`src/sv/pbts_pkg.sv`:
```
`default_nettype none
// ----------------------------------------------------------------------------
// Priority bitmap task scheduler package
// Shared types and codes for the scheduler and its checker.
// ----------------------------------------------------------------------------
package pbts_pkg;

    localparam int GROUP_SIZE = 8;

    typedef enum logic [2:0] {
        MODE_INIT     = 3'd0,
        MODE_ATTACH   = 3'd1,
        MODE_UNBLOCK  = 3'd2,
        MODE_DETACH   = 3'd3,
        MODE_SLEEP    = 3'd4,
        MODE_SCHEDULE = 3'd5,
        MODE_SPARE6   = 3'd6,
        MODE_SPARE7   = 3'd7
    } mode_t;

    typedef enum logic [1:0] {
        STAT_OK       = 2'd0,
        STAT_NO_READY = 2'd1,
        STAT_BAD_TASK = 2'd2
    } result_status_t;

    typedef enum logic [1:0] {
        TS_INACTIVE = 2'd0,
        TS_READY    = 2'd1,
        TS_SLEEP    = 2'd2
    } task_state_t;

    typedef enum logic [18:0] {
        S_IDLE    = 19'h00001,
        S_DISP    = 19'h00002,
        S_PT_RD   = 19'h00004,
        S_PT_WR   = 19'h00008,
        S_PT_LNK  = 19'h00010,
        S_PH_RD   = 19'h00020,
        S_PH_WR   = 19'h00040,
        S_PH_LNK  = 19'h00080,
        S_UL_RD   = 19'h00100,
        S_UL_LAT  = 19'h00200,
        S_UL_WR   = 19'h00400,
        S_SC_CHK  = 19'h00800,
        S_SC_RD   = 19'h01000,
        S_SC_CMP  = 19'h02000,
        S_SC_INC  = 19'h04000,
        S_LOOK    = 19'h08000,
        S_SEL_RD  = 19'h10000,
        S_SEL_CHK = 19'h20000,
        S_FIN     = 19'h40000
    } state_t;

endpackage
`default_nettype wire

```
`src/sv/pbts_ram.sv`:
```
`default_nettype none
// ----------------------------------------------------------------------------
// Generic RAM
// One write port and one read port with a registered read.
// ----------------------------------------------------------------------------
module pbts_ram #(
    parameter int WIDTH = 8,
    parameter int DEPTH = 32
) (
    input  wire logic                     clk,
    input  wire logic                     we,
    input  wire logic [$clog2(DEPTH)-1:0] waddr,
    input  wire logic [WIDTH-1:0]         wdata,
    input  wire logic [$clog2(DEPTH)-1:0] raddr,
    output logic      [WIDTH-1:0]         rdata
);

    logic [WIDTH-1:0] mem [DEPTH];

    always_ff @(posedge clk)
    begin
        if (we)
        begin
            mem[waddr] <= wdata;
        end
        rdata <= mem[raddr];
    end

endmodule
`default_nettype wire

```
`src/sv/priority_bitmap_task_scheduler.sv`:
```
`default_nettype none
// ----------------------------------------------------------------------------
// Priority bitmap task scheduler
// Ready queues per priority kept as linked lists in RAM, with a bitmap lookup.
// ----------------------------------------------------------------------------
// Init, attach, unblock and detach or sleep of a ready task update the queues; rejected events,
// the other detach and sleep cases and modes six and seven leave them as they are. Schedule
// scans every task id, wakes each sleeping task whose wake time is before now, picks the
// best queue's head, skips it if it is current, and rotates the pick to its queue's tail.
// A new transfer is taken in the cycle after the strobe; the receiver cannot stall done.
// Reset empties all queues, marks every task inactive and sets task zero current.
module priority_bitmap_task_scheduler #(
    parameter int NUM_PRIORITIES = 64,
    parameter int MAX_TASKS      = 32,
    parameter int TIME_BITS      = 48
) (
    input  wire logic                 clk,
    input  wire logic                 rst_n,
    input  wire logic                 start,
    output logic                      busy,
    input  wire logic [2:0]           mode,
    input  wire logic [4:0]           task_id,
    input  wire logic [5:0]           priority_req,
    input  wire logic [TIME_BITS-1:0] wake_time,
    input  wire logic [TIME_BITS-1:0] now,
    output logic                      done,
    output logic                      switched,
    output logic [4:0]                active_task,
    output logic [4:0]                prev_task,
    output logic [5:0]                chosen_priority,
    output logic [1:0]                status
);
    import pbts_pkg::*;

    localparam int IW   = $clog2(MAX_TASKS);
    localparam int TW   = $clog2(MAX_TASKS + 1);
    localparam int PW   = $clog2(NUM_PRIORITIES);
    localparam int ROWS = (NUM_PRIORITIES + GROUP_SIZE - 1) / GROUP_SIZE;
    localparam logic [TW-1:0] NIL = TW'(MAX_TASKS);

    state_t                state_reg, state_next;
    state_t                ret_reg, ret_next;
    logic [2:0]            mode_reg, mode_next;
    logic [4:0]            tid_reg, tid_next;
    logic [5:0]            preq_reg, preq_next;
    logic [TIME_BITS-1:0]  wake_reg, wake_next;
    logic [TIME_BITS-1:0]  now_reg, now_next;
    logic [IW-1:0]         cur_reg, cur_next;
    logic [IW-1:0]         prev_reg, prev_next;
    logic [IW-1:0]         ta_reg, ta_next;
    logic [PW-1:0]         pa_reg, pa_next;
    logic [TW-1:0]         pr_reg, pr_next;
    logic [TW-1:0]         nx_reg, nx_next;
    logic [IW-1:0]         scan_reg, scan_next;
    logic                  from_head_reg, from_head_next;
    logic                  sw_reg, sw_next;
    logic [PW-1:0]         chosen_reg, chosen_next;
    logic [1:0]            stat_reg, stat_next;
    logic [NUM_PRIORITIES-1:0] rb_reg, rb_next;
    task_state_t           st_reg [MAX_TASKS];
    task_state_t           st_next [MAX_TASKS];

    logic                  head_we, tail_we, next_we, prev_we, prio_we, wake_we;
    logic [PW-1:0]         head_wa, tail_wa;
    logic [IW-1:0]         next_wa, prev_wa, prio_wa, wake_wa;
    logic [TW-1:0]         head_wd, tail_wd, next_wd, prev_wd;
    logic [PW-1:0]         prio_wd;
    logic [TW-1:0]         head_q, tail_q, next_q, prev_q;
    logic [PW-1:0]         prio_q;
    logic [TIME_BITS-1:0]  wake_q;

    logic [ROWS*GROUP_SIZE-1:0] rb_pad;
    logic [ROWS-1:0]            group;
    logic [PW-1:0]              best_prio;

    pbts_ram #(.WIDTH(TW), .DEPTH(NUM_PRIORITIES)) u_head (
        .clk(clk), .we(head_we), .waddr(head_wa), .wdata(head_wd),
        .raddr(pa_reg), .rdata(head_q)
    );
    pbts_ram #(.WIDTH(TW), .DEPTH(NUM_PRIORITIES)) u_tail (
        .clk(clk), .we(tail_we), .waddr(tail_wa), .wdata(tail_wd),
        .raddr(pa_reg), .rdata(tail_q)
    );
    pbts_ram #(.WIDTH(TW), .DEPTH(MAX_TASKS)) u_next (
        .clk(clk), .we(next_we), .waddr(next_wa), .wdata(next_wd),
        .raddr(ta_reg), .rdata(next_q)
    );
    pbts_ram #(.WIDTH(TW), .DEPTH(MAX_TASKS)) u_prev (
        .clk(clk), .we(prev_we), .waddr(prev_wa), .wdata(prev_wd),
        .raddr(ta_reg), .rdata(prev_q)
    );
    pbts_ram #(.WIDTH(PW), .DEPTH(MAX_TASKS)) u_prio (
        .clk(clk), .we(prio_we), .waddr(prio_wa), .wdata(prio_wd),
        .raddr(ta_reg), .rdata(prio_q)
    );
    pbts_ram #(.WIDTH(TIME_BITS), .DEPTH(MAX_TASKS)) u_wake (
        .clk(clk), .we(wake_we), .waddr(wake_wa), .wdata(wake_reg),
        .raddr(ta_reg), .rdata(wake_q)
    );

    // Two-level lookup: lowest non-empty row, then lowest bit in that row.
    always_comb
    begin
        int row;
        int bitpos;
        logic [GROUP_SIZE-1:0] row_byte;
        rb_pad = (ROWS*GROUP_SIZE)'(rb_reg);
        row = 0;
        bitpos = 0;
        for (int r = 0; r < ROWS; r++)
        begin
            group[r] = |rb_pad[r*GROUP_SIZE +: GROUP_SIZE];
        end
        for (int r = ROWS - 1; r >= 0; r--)
        begin
            if (group[r])
            begin
                row = r;
            end
        end
        row_byte = rb_pad[row*GROUP_SIZE +: GROUP_SIZE];
        for (int b = GROUP_SIZE - 1; b >= 0; b--)
        begin
            if (row_byte[b])
            begin
                bitpos = b;
            end
        end
        best_prio = PW'(row * GROUP_SIZE + bitpos);
    end

    always_comb
    begin
        logic [IW-1:0] tix;
        logic          bad_tid;
        logic [PW-1:0] psat;
        logic [TW-1:0] lnk;
        logic          pr_ok;
        logic          nx_ok;
        tix     = IW'(tid_reg);
        bad_tid = 32'(tid_reg) >= MAX_TASKS;
        psat    = (32'(preq_reg) >= NUM_PRIORITIES) ? PW'(NUM_PRIORITIES - 1)
                                                    : PW'(preq_reg);
        lnk     = '0;
        pr_ok   = pr_reg < NIL;
        nx_ok   = nx_reg < NIL;

        state_next     = state_reg;
        ret_next       = ret_reg;
        mode_next      = mode_reg;
        tid_next       = tid_reg;
        preq_next      = preq_reg;
        wake_next      = wake_reg;
        now_next       = now_reg;
        cur_next       = cur_reg;
        prev_next      = prev_reg;
        ta_next        = ta_reg;
        pa_next        = pa_reg;
        pr_next        = pr_reg;
        nx_next        = nx_reg;
        scan_next      = scan_reg;
        from_head_next = from_head_reg;
        sw_next        = sw_reg;
        chosen_next    = chosen_reg;
        stat_next      = stat_reg;
        rb_next        = rb_reg;
        st_next        = st_reg;

        head_we = 1'b0; head_wa = pa_reg; head_wd = '0;
        tail_we = 1'b0; tail_wa = pa_reg; tail_wd = '0;
        next_we = 1'b0; next_wa = ta_reg; next_wd = '0;
        prev_we = 1'b0; prev_wa = ta_reg; prev_wd = '0;
        prio_we = 1'b0; prio_wa = ta_reg; prio_wd = '0;
        wake_we = 1'b0; wake_wa = ta_reg;

        case (state_reg)
            S_IDLE:
            begin
                if (start)
                begin
                    mode_next   = mode;
                    tid_next    = task_id;
                    preq_next   = priority_req;
                    wake_next   = wake_time;
                    now_next    = now;
                    prev_next   = cur_reg;
                    sw_next     = 1'b0;
                    chosen_next = '0;
                    stat_next   = STAT_OK;
                    state_next  = S_DISP;
                end
            end
            S_DISP:
            begin
                state_next = S_FIN;
                ret_next   = S_FIN;
                ta_next    = tix;
                pa_next    = psat;
                if (mode_reg <= MODE_SLEEP && bad_tid)
                begin
                    stat_next = STAT_BAD_TASK;
                end
                else
                begin
                    case (mode_reg)
                        MODE_INIT:
                        begin
                            rb_next = '0;
                            for (int i = 0; i < MAX_TASKS; i++)
                            begin
                                st_next[i] = TS_INACTIVE;
                            end
                            prio_we    = 1'b1;
                            prio_wa    = tix;
                            prio_wd    = psat;
                            cur_next   = tix;
                            state_next = S_PT_RD;
                        end
                        MODE_ATTACH, MODE_UNBLOCK:
                        begin
                            if (st_reg[tix] != TS_INACTIVE)
                            begin
                                stat_next = STAT_BAD_TASK;
                            end
                            else
                            begin
                                prio_we    = 1'b1;
                                prio_wa    = tix;
                                prio_wd    = psat;
                                state_next = (mode_reg == MODE_ATTACH) ? S_PT_RD : S_PH_RD;
                            end
                        end
                        MODE_DETACH:
                        begin
                            if (st_reg[tix] == TS_READY)
                            begin
                                st_next[tix] = TS_INACTIVE;
                                state_next   = S_UL_RD;
                            end
                            else if (st_reg[tix] == TS_SLEEP)
                            begin
                                st_next[tix] = TS_INACTIVE;
                            end
                            else
                            begin
                                stat_next = STAT_BAD_TASK;
                            end
                        end
                        MODE_SLEEP:
                        begin
                            if (st_reg[tix] == TS_READY)
                            begin
                                st_next[tix] = TS_SLEEP;
                                wake_we      = 1'b1;
                                wake_wa      = tix;
                                state_next   = S_UL_RD;
                            end
                            else if (st_reg[tix] == TS_SLEEP)
                            begin
                                wake_we = 1'b1;
                                wake_wa = tix;
                            end
                            else
                            begin
                                stat_next = STAT_BAD_TASK;
                            end
                        end
                        MODE_SCHEDULE:
                        begin
                            scan_next  = '0;
                            state_next = S_SC_CHK;
                        end
                        default:
                        begin
                            state_next = S_FIN;
                        end
                    endcase
                end
            end
            S_PT_RD:
            begin
                state_next = S_PT_WR;
            end
            S_PT_WR:
            begin
                lnk     = rb_reg[pa_reg] ? tail_q : NIL;
                prev_we = 1'b1;
                prev_wa = ta_reg;
                prev_wd = lnk;
                tail_we = 1'b1;
                tail_wd = TW'(ta_reg);
                if (lnk < NIL)
                begin
                    next_we = 1'b1;
                    next_wa = IW'(lnk);
                    next_wd = TW'(ta_reg);
                end
                else
                begin
                    head_we = 1'b1;
                    head_wd = TW'(ta_reg);
                end
                state_next = S_PT_LNK;
            end
            S_PT_LNK:
            begin
                next_we          = 1'b1;
                next_wa          = ta_reg;
                next_wd          = NIL;
                st_next[ta_reg]  = TS_READY;
                rb_next[pa_reg]  = 1'b1;
                state_next       = ret_reg;
            end
            S_PH_RD:
            begin
                state_next = S_PH_WR;
            end
            S_PH_WR:
            begin
                lnk     = rb_reg[pa_reg] ? head_q : NIL;
                next_we = 1'b1;
                next_wa = ta_reg;
                next_wd = lnk;
                head_we = 1'b1;
                head_wd = TW'(ta_reg);
                if (lnk < NIL)
                begin
                    prev_we = 1'b1;
                    prev_wa = IW'(lnk);
                    prev_wd = TW'(ta_reg);
                end
                else
                begin
                    tail_we = 1'b1;
                    tail_wd = TW'(ta_reg);
                end
                state_next = S_PH_LNK;
            end
            S_PH_LNK:
            begin
                prev_we         = 1'b1;
                prev_wa         = ta_reg;
                prev_wd         = NIL;
                st_next[ta_reg] = TS_READY;
                rb_next[pa_reg] = 1'b1;
                state_next      = ret_reg;
            end
            S_UL_RD:
            begin
                state_next = S_UL_LAT;
            end
            S_UL_LAT:
            begin
                pa_next    = prio_q;
                pr_next    = prev_q;
                nx_next    = next_q;
                state_next = S_UL_WR;
            end
            S_UL_WR:
            begin
                if (pr_ok)
                begin
                    next_we = 1'b1;
                    next_wa = IW'(pr_reg);
                    next_wd = nx_ok ? nx_reg : NIL;
                end
                else
                begin
                    head_we = 1'b1;
                    head_wd = nx_ok ? nx_reg : NIL;
                end
                if (nx_ok)
                begin
                    prev_we = 1'b1;
                    prev_wa = IW'(nx_reg);
                    prev_wd = pr_ok ? pr_reg : NIL;
                end
                else
                begin
                    tail_we = 1'b1;
                    tail_wd = pr_ok ? pr_reg : NIL;
                end
                if (!pr_ok && !nx_ok)
                begin
                    rb_next[pa_reg] = 1'b0;
                end
                if (mode_reg == MODE_SCHEDULE)
                begin
                    ret_next   = S_FIN;
                    state_next = S_PT_RD;
                end
                else
                begin
                    state_next = S_FIN;
                end
            end
            S_SC_CHK:
            begin
                if (st_reg[scan_reg] == TS_SLEEP)
                begin
                    ta_next    = scan_reg;
                    state_next = S_SC_RD;
                end
                else
                begin
                    state_next = S_SC_INC;
                end
            end
            S_SC_RD:
            begin
                state_next = S_SC_CMP;
            end
            S_SC_CMP:
            begin
                if (wake_q < now_reg)
                begin
                    pa_next    = prio_q;
                    ret_next   = S_SC_INC;
                    state_next = S_PT_RD;
                end
                else
                begin
                    state_next = S_SC_INC;
                end
            end
            S_SC_INC:
            begin
                if (scan_reg == IW'(MAX_TASKS - 1))
                begin
                    state_next = S_LOOK;
                end
                else
                begin
                    scan_next  = scan_reg + 1'b1;
                    state_next = S_SC_CHK;
                end
            end
            S_LOOK:
            begin
                if (rb_reg == '0)
                begin
                    stat_next  = STAT_NO_READY;
                    state_next = S_FIN;
                end
                else
                begin
                    pa_next        = best_prio;
                    chosen_next    = best_prio;
                    from_head_next = 1'b1;
                    state_next     = S_SEL_RD;
                end
            end
            S_SEL_RD:
            begin
                state_next = S_SEL_CHK;
            end
            S_SEL_CHK:
            begin
                lnk = from_head_reg ? head_q : next_q;
                if (lnk >= NIL)
                begin
                    stat_next  = STAT_NO_READY;
                    state_next = S_FIN;
                end
                else if (lnk == TW'(cur_reg))
                begin
                    ta_next        = IW'(lnk);
                    from_head_next = 1'b0;
                    state_next     = S_SEL_RD;
                end
                else
                begin
                    cur_next   = IW'(lnk);
                    ta_next    = IW'(lnk);
                    sw_next    = 1'b1;
                    state_next = S_UL_RD;
                end
            end
            S_FIN:
            begin
                state_next = S_IDLE;
            end
            default:
            begin
                state_next = S_IDLE;
            end
        endcase
    end

    always_ff @(posedge clk or negedge rst_n)
    begin
        if (!rst_n)
        begin
            state_reg <= S_IDLE;
            ret_reg   <= S_FIN;
            cur_reg   <= '0;
            rb_reg    <= '0;
            for (int i = 0; i < MAX_TASKS; i++)
            begin
                st_reg[i] <= TS_INACTIVE;
            end
        end
        else
        begin
            state_reg <= state_next;
            ret_reg   <= ret_next;
            cur_reg   <= cur_next;
            rb_reg    <= rb_next;
            st_reg    <= st_next;
        end
    end

    always_ff @(posedge clk)
    begin
        mode_reg      <= mode_next;
        tid_reg       <= tid_next;
        preq_reg      <= preq_next;
        wake_reg      <= wake_next;
        now_reg       <= now_next;
        prev_reg      <= prev_next;
        ta_reg        <= ta_next;
        pa_reg        <= pa_next;
        pr_reg        <= pr_next;
        nx_reg        <= nx_next;
        scan_reg      <= scan_next;
        from_head_reg <= from_head_next;
        sw_reg        <= sw_next;
        chosen_reg    <= chosen_next;
        stat_reg      <= stat_next;
    end

    assign busy            = state_reg != S_IDLE;
    assign done            = state_reg == S_FIN;
    assign switched        = sw_reg;
    assign active_task     = 5'(cur_reg);
    assign prev_task       = 5'(prev_reg);
    assign chosen_priority = 6'(chosen_reg);
    assign status          = stat_reg;

endmodule
`default_nettype wire

```
`config.mk`:
```
export PLATFORM = sky130hd
export DESIGN_NAME = priority_bitmap_task_scheduler
export DESIGN_NICKNAME = d
export VERILOG_FILES = /design/src/sv/pbts_pkg.sv /design/src/sv/pbts_ram.sv /design/src/sv/priority_bitmap_task_scheduler.sv
export SDC_FILE = /design/constraint.sdc
export NUM_CORES = 2
export LEC_CHECK = 0
export BUFFER_PORTS_ARGS = -buffer_cell sky130_fd_sc_hd__buf_4
export CORE_MARGIN = 3
export CORE_UTILIZATION = 40
export DETAILED_ROUTE_END_ITERATION = 16
export PLACE_DENSITY_LB_ADDON = 0.25
export SLEW_MARGIN = 10
export SYNTH_ARGS = -nofsm -noshare
export SYNTH_HDL_FRONTEND = slang
export SYNTH_SLANG_ARGS = --single-unit
```
`constraint.sdc`:
```
create_clock -name clk -period 10 [get_ports clk]
set_input_delay 1.5 -clock clk [delete_from_list [all_inputs] [get_ports clk]]
set_output_delay 1.5 -clock clk [all_outputs]
set_load 0.02 [all_outputs]
```
==> out/summary.txt <==
CTS Buf Count -> 344
Vias in the first global route -> 67600
Max_cap viols -> 0
Die area -> 322000 µm²
VDD IR max -> 154 µV
Drt wl/cell -> 30.0 µm
Root buf cell -> clkbuf_16
Drt drc -> 0
Yosys top cell by area -> edfxtp_1
GR Util met2 -> 32.8%
Placed instance count -> 10700
Register area -> 96500 µm²
Worst Path Required -> 10.53 ns
DP Worst Slack -> 3.71 ns
Synth Area in Compound Gates -> 7.23%
Top_reg_cell synth -> edfxtp_1
Final setup fails -> 0
Gate Count Post-Synth -> 6729
Area delta synth->final -> 13.9%
Static Leak -> 48.5 nW
H-tree depth -> 5
Post-Synth XOR/XNOR Area -> 0.0695%
Post-Synth Simple-Gate Area -> 3.85%
Max-slew violation count -> 0
WP data arrival -> 7.07 ns
Grt peak-use layer -> met2
Final std cells w/o fill -> 11400
Fmax -> 0.153 GHz
Worst min-delay path class -> flop to flop
Vias -> 68100
Final Total Pwr -> 32.1 mW
Synth Area in Adders -> 0.516%
Post-synth net total -> 6894
Commonest non-fill, non-tap cells in the layout -> edfxtp_1 (3033), a22oi_1 (620), mux4_2 (554), clkbuf_16 (348), nor2_1 (302)
Final hold vios -> 0
Min cycle time layout -> 6.54 ns
Net count, final -> 7098
Final ANT Viol Nets -> 0
Core Region -> 313000 µm²
Largest net degree at the start of global routing -> 124
Post-CTS Hold Buffers -> 0
Most common cell after layout, fill and taps aside -> edfxtp_1
Synth area leaders -> edfxtp_1 (72%), mux4_2 (9.9%), a22oi_1 (3.7%)
Mapped cell area -> 126000 µm²
CP Launch Type -> flop
Register area share after synthesis -> 76.5%
Largest regs -> u_wake.mem: 1536 flops, u_head.mem: 384 flops, u_tail.mem: 384 flops
Final Util -> 45.9%
Pwr Density -> 224 nW/µm²
Fillcell total -> 26200
Yosys warns -> 0
M3 GR Usage -> 3.17%
Synthesized flop and latch total -> 3265
WL final -> 340 mm
Clock sinks -> 3265
# rows -> 205
Pre-antenna DRT Iters -> 9
Initial Util -> 40.3%
Layout cells sized above 1 -> 20.2%
GRT overflow -> 0
CTS max path bufs -> 4
Buffers on Ports -> 133
Grt met1 use -> 30.2%
Drt initial violations -> 8360
Final WS setup -> 3.46 ns
First-pass GRT wire length -> 492 mm
Synth top area share -> 72.2%
GP Congestion -> 0.885
Setup Buffers After CTS -> 0
Avg Cell Area, Syn -> 18.7 µm²
Number of cells on the worst reg-to-reg path -> 12
EDFF count, synth -> 3033
Multi-input gate area -> 28000 µm²
Clk_lat worst skew -> 0.93 ns
Worst-Margin Slew -> 1.34 ns
Total Routing Usage GR -> 20.7%
Post-cts resize count -> 0
Width of the die -> 567 µm
Sum of negative setup slack -> 0 ns
CTS tree -> yes
Max reg flops -> 1536
Critical path type -> flop to flop
DP HPWL -> 200 mm
Via/cell ratio -> 5.99
Fin Clk Skew -> 0.107 ns
Fin crit share -> 65.4%
RSZ-0062 raised after global routing -> no
Slew HR -> 9.67%
Die Y -> 567 µm
WHS Path Cells -> 0
Netlist cell types -> 90
I/O pins -> 134
Initial antenna violation count -> 8
Main combinational cell family by area after synthesis -> multiplexers
Worst Setup End Kind -> flop
Status -> complete, no violations
Worst Path Max Fanout -> 25
Largest register by flop count -> u_wake.mem
Multiplexer share of the synthesized area -> 10.2%
Worst-path clk slew -> 0.06 ns
Ys async rst share -> 4.72%
worst max-delay path: stages, from the launching register on:
cell	delay (ns)
edfxtp_1	1.04
mux4_2	0.62
a22oi_1	0.24
and4_1	0.33
inv_1	0.07
ha_1	0.22
nor2_1	0.14
nor3_2	0.07
buf_4	0.23
o21ai_0	1.05
nand2b_1	0.51
nor2_4	1.03
buf_4	0.56
cell families after synthesis:
group                    count (synthesis)
AND/OR/NAND/NOR                        989
adder cells (fa/ha/maj)                 52
XOR/XNOR                                10
flip-flops                            3265
multiplexers                           589
AO/OA/AOI/OAI                         1306
buffers and inverters                  518
report_power, final:
part	internal, mW	switching [mW]	total (mW)	leakage, nW
clock	7.32	5.30	12.6	5.47
combinational	1.16	2.35	3.51	9.67
sequential	15.6	0.435	16.0	33.3
total	24.0	8.09	32.1	48.5
cell type report:
type	instances	area share, %
Inverter	88	0.230
Timing Repair Buffer	288	1.62
Tap cell	4140	3.61
Clock inverter	180	1.33
Clock buffer	448	6.49
Multi-Input combinational cell	2946	19.5
Antenna cell	4	0.00697
Sequential cell	3265	67.2
Yosys cell counts, drive strengths merged (5+ instances only):
master	count
nor2	351
mux2i	31
nor2b	22
nand4	150
dfxtp	78
nand3b	12
ha	52
a211o	8
a21oi	242
inv	87
a2111oi	5
a311oi	8
dfrtp	152
edfxtp	3033
nand3	53
a222oi	6
and2	27
a211oi	15
mux4	554
buf	147
nor3b	36
o21ai	105
a22oi	620
nand2	216
and3	15
a21boi	5
nor3	25
or2	8
a21o	26
nand2b	19
a31oi	97
a22o	49
and4	6
a221oi	64
xnor2	6
clkbuf	283
nor4	20
a221o	8
o22ai	8
o41ai	8
or4	13
or3	6
per-stage QoR:
| stage | hold WS (ns) | instance area, µm² |
|---|---|---|
| 3_5_place_dp | 0.391 | 132000 |
| 3_3_place_gp | 0.397 | 132000 |
| 5_1_grt | 0.417 | 144000 |
| 2_1_floorplan | 0.386 | 126000 |
| 4_1_cts | 0.409 | 143000 |
| 6_report | 0.404 | 144000 |
worst paths after layout:
path	from	slack, ns	end
max in group asynchronous	rst_n	7.65	st_reg[58]
min reg2reg	u_prev.rdata[3]	0.40	pr_reg[3]
max reg2reg	tid_reg[1]	3.46	u_wake.mem[30][22]
min	u_prev.rdata[3]	0.40	pr_reg[3]
min in group asynchronous	rst_n	0.64	rb_pad[41]
max	tid_reg[1]	3.46	u_wake.mem[30][22]
metal layers:
| metal | vias up | part of all wire, % | wire length, µm |
|---|---|---|---|
| li1 | 28300 | - | - |
| met1 | 36100 | 43 | 145000 |
| met2 | 3222 | 48 | 162000 |
| met3 | 478 | 7.7 | 26100 |
| met4 | 2 | 2.3 | 7690 |
| met5 | - | 0.0032 | 11 |
No activity file was read; power rests on OpenSTA's default activity.
